<file path="src/mwms_pkg.sv">
package mwms_pkg;

   localparam int CAP_W     = 16;
   localparam int WIN_LEN_W = 9;
   localparam int GAIN_W    = 24;
   localparam int SUM_W     = 32;
   localparam int APB_DW    = 32;
   localparam int APB_AW    = 3;

   typedef logic [CAP_W-1:0]     cap_type;
   typedef logic [WIN_LEN_W-1:0] win_len_type;
   typedef logic [GAIN_W-1:0]    gain_type;
   typedef logic [SUM_W-1:0]     sum_type;

   // register select is paddr[2]
   localparam logic REG_WINDOW_LEN = 1'b0;

   localparam win_len_type WIN_LEN_RESET = WIN_LEN_W'(1);
   localparam sum_type     SUM_SAT       = '1;

endpackage

</file>
<file path="src/mwms_req_if.sv">
interface mwms_req_if
   import mwms_pkg::*;
   ();
   logic    valid;
   logic    ready;
   cap_type capacity;
   logic    planned;
   logic    last_day;

   modport source (output valid, output capacity, output planned, output last_day,
                   input ready);
   modport sink   (input valid, input capacity, input planned, input last_day,
                   output ready);
endinterface

</file>
<file path="src/mwms_rsp_if.sv">
interface mwms_rsp_if
   import mwms_pkg::*;
   ();
   logic    valid;
   logic    ready;
   sum_type best_total;

   modport source (output valid, output best_total, input ready);
   modport sink   (input valid, input best_total, output ready);
endinterface

</file>
<file path="src/masked_window_max_sum_top.sv">
// masked_window_max_sum_top
// Each req beat is one day: capacity, planned bit and last_day mark. Planned
// days add capacity to a base sum; rest days add capacity as gain, and the
// block tracks the best gain over any run of window_len consecutive days.
// The beat with last_day set produces one rsp beat, best_total = base sum
// plus best window gain (saturating at 32 bits); all other beats produce none.
// If a sequence is shorter than the window, the gain of all its days is used.
// Recent gains sit in a shift chain of WINDOW_MAX cells; the cell window_len
// back supplies the gain that leaves the running window.
// Throughput: one day per cycle while req_ready is high. The result passes
// through stage A and then the output register after the last_day beat.
// window_len is written over the APB port at address 0 (write only while
// idle); it reads back, resets to 1, 0 acts as 1 and values above WINDOW_MAX
// act as WINDOW_MAX.
// Reset (synchronous) clears the running sums, the output stage and window_len;
// the gain chain is not cleared and needs no clearing pass.
// When rsp is stalled the result is held; one further result can wait in the
// internal stage, after which req_ready drops until rsp drains.
module masked_window_max_sum_top
   import mwms_pkg::*;
#(
   parameter int WINDOW_MAX = 256,
   parameter int DAYS_MAX   = 65536
) (
   input  logic              clock,
   input  logic              reset,
   mwms_req_if.sink          req_bus,
   mwms_rsp_if.source        rsp_bus,
   input  logic              psel,
   input  logic              penable,
   input  logic              pwrite,
   input  logic [APB_AW-1:0] paddr,
   input  logic [APB_DW-1:0] pwdata,
   output logic [APB_DW-1:0] prdata,
   output logic              pready
);

   localparam int DAY_CAP = (DAYS_MAX > WINDOW_MAX) ? DAYS_MAX : WINDOW_MAX;
   localparam int WW      = $clog2(WINDOW_MAX + 1);
   localparam int IW      = (WINDOW_MAX > 1) ? $clog2(WINDOW_MAX) : 1;
   localparam int DW      = $clog2(DAY_CAP + 1);

   win_len_type    window_len_ff;
   logic [DW-1:0]  days_ff, days_in;
   sum_type        base_ff, base_in;
   gain_type       wgain_ff, wgain_in;
   gain_type       best_ff, best_in;
   logic           a_valid_ff, a_valid_in;
   sum_type        a_base_ff, a_base_in;
   gain_type       a_gain_ff, a_gain_in;
   logic           rsp_valid_ff, rsp_valid_in;
   sum_type        rsp_total_ff, rsp_total_in;

   logic [WW-1:0]  win_eff;
   logic [IW-1:0]  tap_sel;
   logic           accept, rsp_free, full_before, full_after;
   cap_type        gain, old_gain;
   logic [SUM_W:0] base_sum_ext, total_ext;
   cap_type        chain [WINDOW_MAX];
   cap_type        taps  [WINDOW_MAX];

   assign pready = 1'b1;
   assign prdata = APB_DW'(window_len_ff);

   always_ff @(posedge clock) begin
      if (reset) begin
         window_len_ff <= WIN_LEN_RESET;
      end else if (psel && penable && pwrite && paddr[2] == REG_WINDOW_LEN) begin
         window_len_ff <= pwdata[WIN_LEN_W-1:0];
      end
   end

   always_comb begin
      if (window_len_ff == '0) begin
         win_eff = WW'(1);
      end else if (32'(window_len_ff) > 32'(WINDOW_MAX)) begin
         win_eff = WW'(WINDOW_MAX);
      end else begin
         win_eff = WW'(window_len_ff);
      end
   end

   assign tap_sel = IW'(win_eff - WW'(1));

   assign rsp_free       = !rsp_valid_ff || rsp_bus.ready;
   assign req_bus.ready  = !a_valid_ff || rsp_free;
   assign accept         = req_bus.valid && req_bus.ready;
   assign gain           = req_bus.planned ? '0 : req_bus.capacity;

   genvar k;
   generate
      for (k = 0; k < WINDOW_MAX; k++) begin : g_cell
         mwms_cell #(
            .INDEX (k),
            .IDX_W (IW)
         ) u_cell (
            .clock    (clock),
            .shift    (accept),
            .gain_in  ((k == 0) ? gain : chain[(k == 0) ? 0 : k-1]),
            .tap_sel  (tap_sel),
            .gain_out (chain[k]),
            .tap_out  (taps[k])
         );
      end
   endgenerate

   always_comb begin
      old_gain = '0;
      for (int i = 0; i < WINDOW_MAX; i++) begin
         old_gain = old_gain | taps[i];
      end
   end

   always_comb begin
      full_before  = 32'(days_ff) >= 32'(win_eff);
      base_sum_ext = {1'b0, base_ff} + (SUM_W+1)'(req_bus.capacity);
      if (req_bus.planned) begin
         base_in = base_sum_ext[SUM_W] ? SUM_SAT : base_sum_ext[SUM_W-1:0];
      end else begin
         base_in = base_ff;
      end
      wgain_in = wgain_ff - (full_before ? GAIN_W'(old_gain) : '0) + GAIN_W'(gain);
      days_in  = (32'(days_ff) < 32'(DAY_CAP)) ? days_ff + DW'(1) : days_ff;
      full_after = 32'(days_in) >= 32'(win_eff);
      best_in  = (full_after && wgain_in > best_ff) ? wgain_in : best_ff;
      a_base_in = base_in;
      a_gain_in = full_after ? best_in : wgain_in;
   end

   always_ff @(posedge clock) begin
      if (reset) begin
         days_ff  <= '0;
         base_ff  <= '0;
         wgain_ff <= '0;
         best_ff  <= '0;
      end else if (accept) begin
         if (req_bus.last_day) begin
            days_ff  <= '0;
            base_ff  <= '0;
            wgain_ff <= '0;
            best_ff  <= '0;
         end else begin
            days_ff  <= days_in;
            base_ff  <= base_in;
            wgain_ff <= wgain_in;
            best_ff  <= best_in;
         end
      end
   end

   // result stage A, then the output register
   always_comb begin
      total_ext = {1'b0, a_base_ff} + (SUM_W+1)'(a_gain_ff);
      rsp_total_in = total_ext[SUM_W] ? SUM_SAT : total_ext[SUM_W-1:0];
      rsp_valid_in = rsp_free ? a_valid_ff : rsp_valid_ff;
      priority if (accept && req_bus.last_day) begin
         a_valid_in = 1'b1;
      end else if (a_valid_ff && rsp_free) begin
         a_valid_in = 1'b0;
      end else begin
         a_valid_in = a_valid_ff;
      end
   end

   always_ff @(posedge clock) begin
      if (reset) begin
         a_valid_ff   <= 1'b0;
         rsp_valid_ff <= 1'b0;
      end else begin
         a_valid_ff   <= a_valid_in;
         rsp_valid_ff <= rsp_valid_in;
      end
   end

   always_ff @(posedge clock) begin
      if (accept && req_bus.last_day) begin
         a_base_ff <= a_base_in;
         a_gain_ff <= a_gain_in;
      end
      if (rsp_free && a_valid_ff) begin
         rsp_total_ff <= rsp_total_in;
      end
   end

   assign rsp_bus.valid      = rsp_valid_ff;
   assign rsp_bus.best_total = rsp_total_ff;

endmodule

</file>
<file path="src/mwms_cell.sv">
module mwms_cell
   import mwms_pkg::*;
#(
   parameter int INDEX = 0,
   parameter int IDX_W = 8
) (
   input  logic             clock,
   input  logic             shift,
   input  cap_type          gain_in,
   input  logic [IDX_W-1:0] tap_sel,
   output cap_type          gain_out,
   output cap_type          tap_out
);

   cap_type gain_ff;

   always_ff @(posedge clock) begin
      if (shift) begin
         gain_ff <= gain_in;
      end
   end

   assign gain_out = gain_ff;
   assign tap_out  = (tap_sel == IDX_W'(INDEX)) ? gain_ff : '0;

endmodule

</file>
<file path="src/flat_wrapper.sv">
// flat-port wrapper written by rule: the top's interface ports become plain ports
module masked_window_max_sum_top_flat import mwms_pkg::*;
#(
   parameter int WINDOW_MAX = 256,
   parameter int DAYS_MAX   = 65536
)
  (clock, reset, psel, penable, pwrite, paddr, pwdata, prdata, pready, req_bus_valid, req_bus_capacity, req_bus_planned, req_bus_last_day, req_bus_ready, rsp_bus_valid, rsp_bus_best_total, rsp_bus_ready);
  mwms_req_if req_bus_i ();
  mwms_rsp_if rsp_bus_i ();
  input  logic clock;
  input  logic reset;
  input  logic psel;
  input  logic penable;
  input  logic pwrite;
  input  logic [APB_AW-1:0] paddr;
  input  logic [APB_DW-1:0] pwdata;
  output logic [APB_DW-1:0] prdata;
  output logic pready;
  input wire logic [$bits(req_bus_i.valid)-1:0] req_bus_valid;
  input wire logic [$bits(req_bus_i.capacity)-1:0] req_bus_capacity;
  input wire logic [$bits(req_bus_i.planned)-1:0] req_bus_planned;
  input wire logic [$bits(req_bus_i.last_day)-1:0] req_bus_last_day;
  output wire logic [$bits(req_bus_i.ready)-1:0] req_bus_ready;
  output wire logic [$bits(rsp_bus_i.valid)-1:0] rsp_bus_valid;
  output wire logic [$bits(rsp_bus_i.best_total)-1:0] rsp_bus_best_total;
  input wire logic [$bits(rsp_bus_i.ready)-1:0] rsp_bus_ready;
  assign req_bus_i.valid = req_bus_valid;
  assign req_bus_i.capacity = req_bus_capacity;
  assign req_bus_i.planned = req_bus_planned;
  assign req_bus_i.last_day = req_bus_last_day;
  assign req_bus_ready = req_bus_i.ready;
  assign rsp_bus_valid = rsp_bus_i.valid;
  assign rsp_bus_best_total = rsp_bus_i.best_total;
  assign rsp_bus_i.ready = rsp_bus_ready;
  masked_window_max_sum_top #(.WINDOW_MAX(WINDOW_MAX), .DAYS_MAX(DAYS_MAX)) u_core (.clock(clock), .reset(reset), .req_bus(req_bus_i), .rsp_bus(rsp_bus_i), .psel(psel), .penable(penable), .pwrite(pwrite), .paddr(paddr), .pwdata(pwdata), .prdata(prdata), .pready(pready));
endmodule
</file>
<file path="config.mk">
export PLATFORM = sky130hd
export DESIGN_NAME = masked_window_max_sum_top_flat
export DESIGN_NICKNAME = d
export VERILOG_FILES = /design/src/mwms_pkg.sv /design/src/mwms_req_if.sv /design/src/mwms_rsp_if.sv /design/src/masked_window_max_sum_top.sv /design/src/mwms_cell.sv /design/src/flat_wrapper.sv
export SDC_FILE = /design/constraint.sdc
export NUM_CORES = 2
export LEC_CHECK = 0
export ABC_AREA = 1
export BUFFER_PORTS_ARGS = -buffer_cell sky130_fd_sc_hd__buf_2
export CORE_UTILIZATION = 45
export CTS_CLUSTER_SIZE = 30
export DETAILED_ROUTE_END_ITERATION = 8
export SYNTH_ARGS = -nofsm -noshare
export SYNTH_HDL_FRONTEND = slang
export SYNTH_SLANG_ARGS = --single-unit
</file>
<file path="constraint.sdc">
create_clock -name clock -period 91.1 [get_ports clock]
set_clock_uncertainty 0.2 [all_clocks]
set_input_delay 13.665 -clock clock [delete_from_list [all_inputs] [get_ports clock]]
set_output_delay 13.665 -clock clock [all_outputs]
set_load 0.05 [all_outputs]
</file>
# Word-level counts from Yosys, hierarchy flattened
# Cells that the tools add are included.
dict set report totals {
  input_bits 60
  out_inout_bits 67
  regBits 4292
}
dict set report op_classes {
  eq_ne 255
  n_lt_le_gt_ge 5
  n_addsub 6
  bitwise_logic 256
  n_mux 271
  reduce_logical 14
}
# operator count
set ops {}
lappend ops {{$mux 16} 258}
lappend ops {{$or 16x16->16} 255}
lappend ops {{$eq 8x8->1 const B} 128}
lappend ops {{$eq 8x7->1 const B} 64}
lappend ops {{$eq 8x6->1 const B} 32}
lappend ops {{$eq 8x5->1 const B} 16}
lappend ops {{$mux 24} 4}
lappend ops {{$mux 32} 3}
lappend ops {{$eq 8x4->1 const B} 8}
lappend ops {{$ge 17x9->1} 2}
lappend ops {{$mux 17} 2}
lappend ops {{$add 32x16->33} 1}
lappend ops {{$add 32x24->33} 1}
lappend ops {{$eq 8x3->1 const B} 4}
lappend ops {{$add 24x16->24} 1}
lappend ops {{$gt 24x24->1} 1}
lappend ops {{$sub 24x24->24} 1}
lappend ops {{$mux 9} 2}
lappend ops {{$add 17x1->17 const B} 1}
lappend ops {{$lt 17x17->1 const B} 1}
lappend ops {{$eq 8x2->1 const B} 2}
lappend ops {{$gt 9x9->1 const B} 1}
lappend ops {{$logic_not 9->1} 1}
lappend ops {{$eq 8x1->1 const B} 1}
lappend ops {{8 further kinds} 17}

# Logic depth before layout (Yosys ltp)
dict set report logic_depth {
  depth_word 268
  mapped_depth 53
  ltp_nobuf 51
}

# By module
# From an unflattened synthesis, not the netlist that was laid out.
dict set report hier_totals {
  cells_unflattened 18746
  area_unflattened_um2 202420.4
}
# mod seq_area_each_um2 cells_per_inst n_inst area_each_um2
set modules_own_cells {}
lappend modules_own_cells {{mwms_cell at u_core.g_cell[100].u_cell ...} 480.5 61 54 691.9}
lappend modules_own_cells {{mwms_cell at u_core.g_cell[108].u_cell ...} 480.5 60 48 688.2}
lappend modules_own_cells {{mwms_cell at u_core.g_cell[109].u_cell ...} 480.5 59 38 740.7}
lappend modules_own_cells {masked_window_max_sum_top 4804.6 3394 1 23095.9}
lappend modules_own_cells {{mwms_cell at u_core.g_cell[10].u_cell ...} 480.5 62 24 693.2}
lappend modules_own_cells {{mwms_cell at u_core.g_cell[103].u_cell ...} 480.5 59 18 684.4}
lappend modules_own_cells {{mwms_cell at u_core.g_cell[119].u_cell ...} 480.5 58 16 737.0}
lappend modules_own_cells {{mwms_cell at u_core.g_cell[101].u_cell ...} 480.5 60 16 685.7}
lappend modules_own_cells {{mwms_cell at u_core.g_cell[111].u_cell ...} 480.5 58 12 678.2}
lappend modules_own_cells {{mwms_cell at u_core.g_cell[128].u_cell ...} 480.5 63 8 696.9}
lappend modules_own_cells {{mwms_cell at u_core.g_cell[127].u_cell ...} 480.5 57 8 674.4}
lappend modules_own_cells {{mwms_cell at u_core.g_cell[15].u_cell ...} 480.5 60 5 744.5}
lappend modules_own_cells {{mwms_cell at u_core.g_cell[12].u_cell ...} 480.5 62 4 695.7}
lappend modules_own_cells {{mwms_cell at u_core.g_cell[112].u_cell ...} 480.5 61 2 686.9}
lappend modules_own_cells {{+3 rows} -- -- -- --}

# Worst setup path before layout
# No wires, ideal clock.
dict set report synth_timing {
  path_type {input port to flip-flop}
  from {input port rsp_bus_ready}
  to {register u_core.g_cell[0].u_cell.gain_ff[0] (enable)}
  required_time_ns 86.543
  arrival_ns 93.181
  cell_stages 7
  setup_ns 4.357
  path_slack_ns -6.638
  cell_sequence {inv_1 nand3_1 nand2_1 clkbuf_1 clkbuf_1 clkbuf_1 inv_1}
}
dict set report synth_between {
  elab_chain_cells 3
}
# item line
set synth_rtl {}
lappend synth_rtl {{start, declared} flat_wrapper.sv:26} ;# input wire logic [$bits(rsp_bus_i.ready)-1:0] rsp_bus_ready;
lappend synth_rtl {{$logic_or 1x1->1} masked_window_max_sum_top.sv:85} ;# assign rsp_free = !rsp_valid_ff || rsp_bus.ready;
lappend synth_rtl {{$logic_or 1x1->1} masked_window_max_sum_top.sv:86} ;# assign req_bus.ready = !a_valid_ff || rsp_free;
lappend synth_rtl {{via req_bus_ready} flat_wrapper.sv:23} ;# output wire logic [$bits(req_bus_i.ready)-1:0] req_bus_ready;
lappend synth_rtl {{$logic_and 1x1->1} masked_window_max_sum_top.sv:87} ;# assign accept = req_bus.valid && req_bus.ready;
lappend synth_rtl {{via u_core.accept} masked_window_max_sum_top.sv:56} ;# logic accept, rsp_free, full_before, full_after;
lappend synth_rtl {{end signal, assigned} mwms_cell.sv:19} ;# gain_ff <= gain_in;
lappend synth_rtl {{end, declared} mwms_cell.sv:15} ;# cap_type gain_ff;
# The timed path passes the listed nets, and every way through them passes these cells.
# A chain may end at the register's enable or synchronous reset.

# Worst setup path in the final report
dict set report layout_timing {
  from {input port rsp_bus_ready}
  to {output port req_bus_ready}
}
dict set report layout_between {
  elab_chain_cells 2
}
# item line
set layout_rtl {}
lappend layout_rtl {{$logic_or 1x1->1} masked_window_max_sum_top.sv:85}
lappend layout_rtl {{$logic_or 1x1->1} masked_window_max_sum_top.sv:86}
lappend layout_rtl {{end, declared} flat_wrapper.sv:23}
# Every way passes these cells.

==> results.md <==
- Status: complete, no violations
- Final WS setup: 62.93 ns
- Max Cap Violations: 0
- Worst Setup Path Type: in -> out
- Setup TNS: 0 ns
- Final net count: 15200
- Syn Inst Count: 15000
- HP Class: reg -> reg
- Launching point of the worst reg2reg path: u_core.window_len_ff[8]
- Hold Startpoint: u_core.g_cell[53].u_cell.gain_out[6]
- WHS Path Cells: 0
- Final worst path period need: 28.17 ns
- Core Util, Final: 0.507
- Count of final max-slew check failures: 0
- Critical Path Start Type: input port
- Hold Vio Cnt, Final: 0
- Fill cells: 33900
- Top cells by area, synth: edfxtp_1, nand2_1, nand3_1, nand4_1, nor2_1
- Critical Path End Type: primary output
- CTS HTree Levels: 5
- Buffers on Ports: 77
- Final HPWL DP: 333000 um
- Remaining antenna violation count: 0
- Clock-pin slew on the worst setup and hold paths: 0.06 ns
- R2r worst-path depth: 49
- Measured slew at the worst slew-check pin: 1.39 ns
- Syn avg cell area: 11.7 um2
- Crit-path max FO: 3
- Share of the synthesized area in the top cell type: 0.716
- Die area: 0.392 mm2
- All-Layer GR Usage: 0.275
- Clock sinks: 4292
- First-pass GRT wire length: 778000 um
- Leak: 77.9 nW
- Clock latency on the worst-skew pair: 1.00 ns
- Core Region: 0.387 mm2
- Overall power: 4.67 mW
- Pre-CTS setup slack: 62.93 ns
- R2R setup slack: 76.79 ns
- Vias in the first global route: 109000
- Placed inst area: 0.182 mm2
- Hold slack final: 0.224 ns
- Worst r2r dst: u_core.a_gain_ff[16]
- Post-synthesis sequential area ratio: 0.729
- Cells after DPL: 19800
- Req. time, crit path: 77.24 ns
- Post-synth ARST share: 0
- FMAX: 0.0355 GHz
- Post-CTS Setup Bufs: 0
- Clock Tree Buf Depth: 4
- Synth Cell Area: 0.175 mm2
- Synth unique cells: 57
- Root Buffer: clkbuf_16
- Largest net degree at the start of global routing: 178
- Most area-hungry cell type in the Yosys netlist: edfxtp_1
- WP data arrival: 14.31 ns
- Gr ovfl total: 0
- # setup viols final: 0
- Tcrit/Tclk final: 0.309
- Starting Density: 0.453
- Io pins: 127
- Flops & latches, synth: 4292
- Drt total wl: 554000 um
- Non-Filler Instances: 20600
- Synth Warn #: 0
- Initial antenna violation count: 23
- Synth Flop Type: edfxtp_1
- CTS Hold Bufs: 0
- Worst VDD drop: 0.0000275 V
- Hold Path End: u_core.g_cell[54].u_cell.gain_out[6]
- Layout cell share with drive strength beyond 1: 0.0755
- Mean routed wirelength per cell: 26.9 um
- Num CTS Buffers: 442
- Cell area after layout: 0.196 mm2
- RSZ-0062 raised after global routing: no
- Power Density: 23.9 mW/mm2
- DR vias: 119000
- Die Width: 626 um
- Avg Vias per Cell: 5.79
- DRT iter0 DRCs: 18100
- Placer Congestion: 0.877
- Number of synthesized flops with an enable pin: 4184
- CTS tree: built
- Drc violations: 0
- Post_cts resized: 0
- Num rows: 228
- Relative slew margins: 0.0714
- Area grow syn2layout: 11.7%
- Die Ht: 626 um
- DRT Pass-1 Iters: 7
## worst max-delay path by stage
stage	start	end	slack, ns	cells past startpoint
global route	rsp_bus_ready	req_bus_ready	62.87	4
CTS	rsp_bus_ready	req_bus_ready	62.93	4
global placement	rsp_bus_ready	req_bus_ready	62.95	4
floorplan	rsp_bus_ready	u_core.g_cell[0].u_cell.gain_out[0]	13.17	7
detailed placement	rsp_bus_ready	req_bus_ready	62.93	4
finish	rsp_bus_ready	req_bus_ready	62.93	4
## report_power, final
part	switching [mW]	total (mW)	internal (mW)
clock	0.788	1.82	1.03
sequential	0.0717	2.40	2.32
combinational	0.336	0.461	0.125
## registers in the layout (all words and copies together), names as in the netlist
name	flops
u_core.g_cell.u_cell.gain_out	4096
u_core.rsp_bus.valid	1
u_core.wgain_ff	24
u_core.a_base_ff	32
u_core.a_valid_ff	1
u_core.days_ff	17
u_core.best_ff	24
u_core.base_ff	32
u_core.window_len_ff	9
u_core.a_gain_ff	24
u_core.rsp_bus.best_total	32
## synthesized netlist by cell type (16+ instances only)
cell and number:
edfxtp_1 4184, nand3b_1 17, clkbuf_1 374, buf_2 267, fa_1 18, nor2_2 49
nand3_1 1461, nand4_1 985, nor2_1 1512, nor3_1 22, buf_4 34, o21ai_0 105
nand2_1 4880, dfxtp_1 108, inv_2 27, inv_1 349, xnor2_1 16, a21oi_1 187
xor2_1 51, ha_1 107, buf_1 113
## cell usage in the layout, fill, tap and decap left out, types with 18 or more instances in the layout
cell type	count
clkbuf_16	452
buf_2	76
nand2_1	4879
dfxtp_1	107
clkbuf_1	86
xor2_1	51
conb_1	24
nor2_4	45
clkinv_2	95
bufinv_16	43
nor2_1	1481
o21ai_0	105
ha_1	107
nor3_1	22
nand3_1	1459
buf_4	285
nor2_2	40
edfxtp_1	4184
a21oi_1	186
clkinv_1	107
nand4_1	985
fa_1	18
inv_1	344
inv_2	18
## per-layer routing
layer | routed length, um | vias to the layer above | part of all wire | GRT usage
met5 | 311 | - | 0.00056 | 0.00444
met4 | 19400 | 12 | 0.035 | 0.0857
met3 | 64900 | 869 | 0.12 | 0.0625
met2 | 245000 | 6480 | 0.44 | 0.417
met1 | 224000 | 59000 | 0.40 | 0.395
li1 | - | 52900 | - | -
## layout make-up
cell class,instances,area [um2],share of cell area
well taps,5175,6470,0.0330
repair buffers,374,2780,0.0142
diodes,13,32.5,0.000166
clock inverters,274,2530,0.0129
clock buffers,541,11700,0.0596
inverters,381,1530,0.00781
multi-input cells,9552,43200,0.220
flip-flops and latches,4292,128000,0.652
## cell families (layout without fill, tap and decap cells)
logic type | after synthesis | count (layout) | share of synthesized area
AO/OA/AOI/OAI | 350 | 350 | 0.0108
XOR/XNOR | 67 | 67 | 0.00335
adder cells (fa/ha/maj) | 125 | 125 | 0.00969
buffers and inverters | 1170 | 1570 | 0.0277
flip-flops | 4292 | 4292 | 0.729
other | 2 | 37 | 0.0000428
AND/OR/NAND/NOR | 8986 | 8986 | 0.220
## worst max-delay path, cell delays in order
cell and delay (ns):
buf_2 0.09, inv_1 0.12, nand3_1 0.17, buf_2 0.26
(Power assumes the default switching activity.)
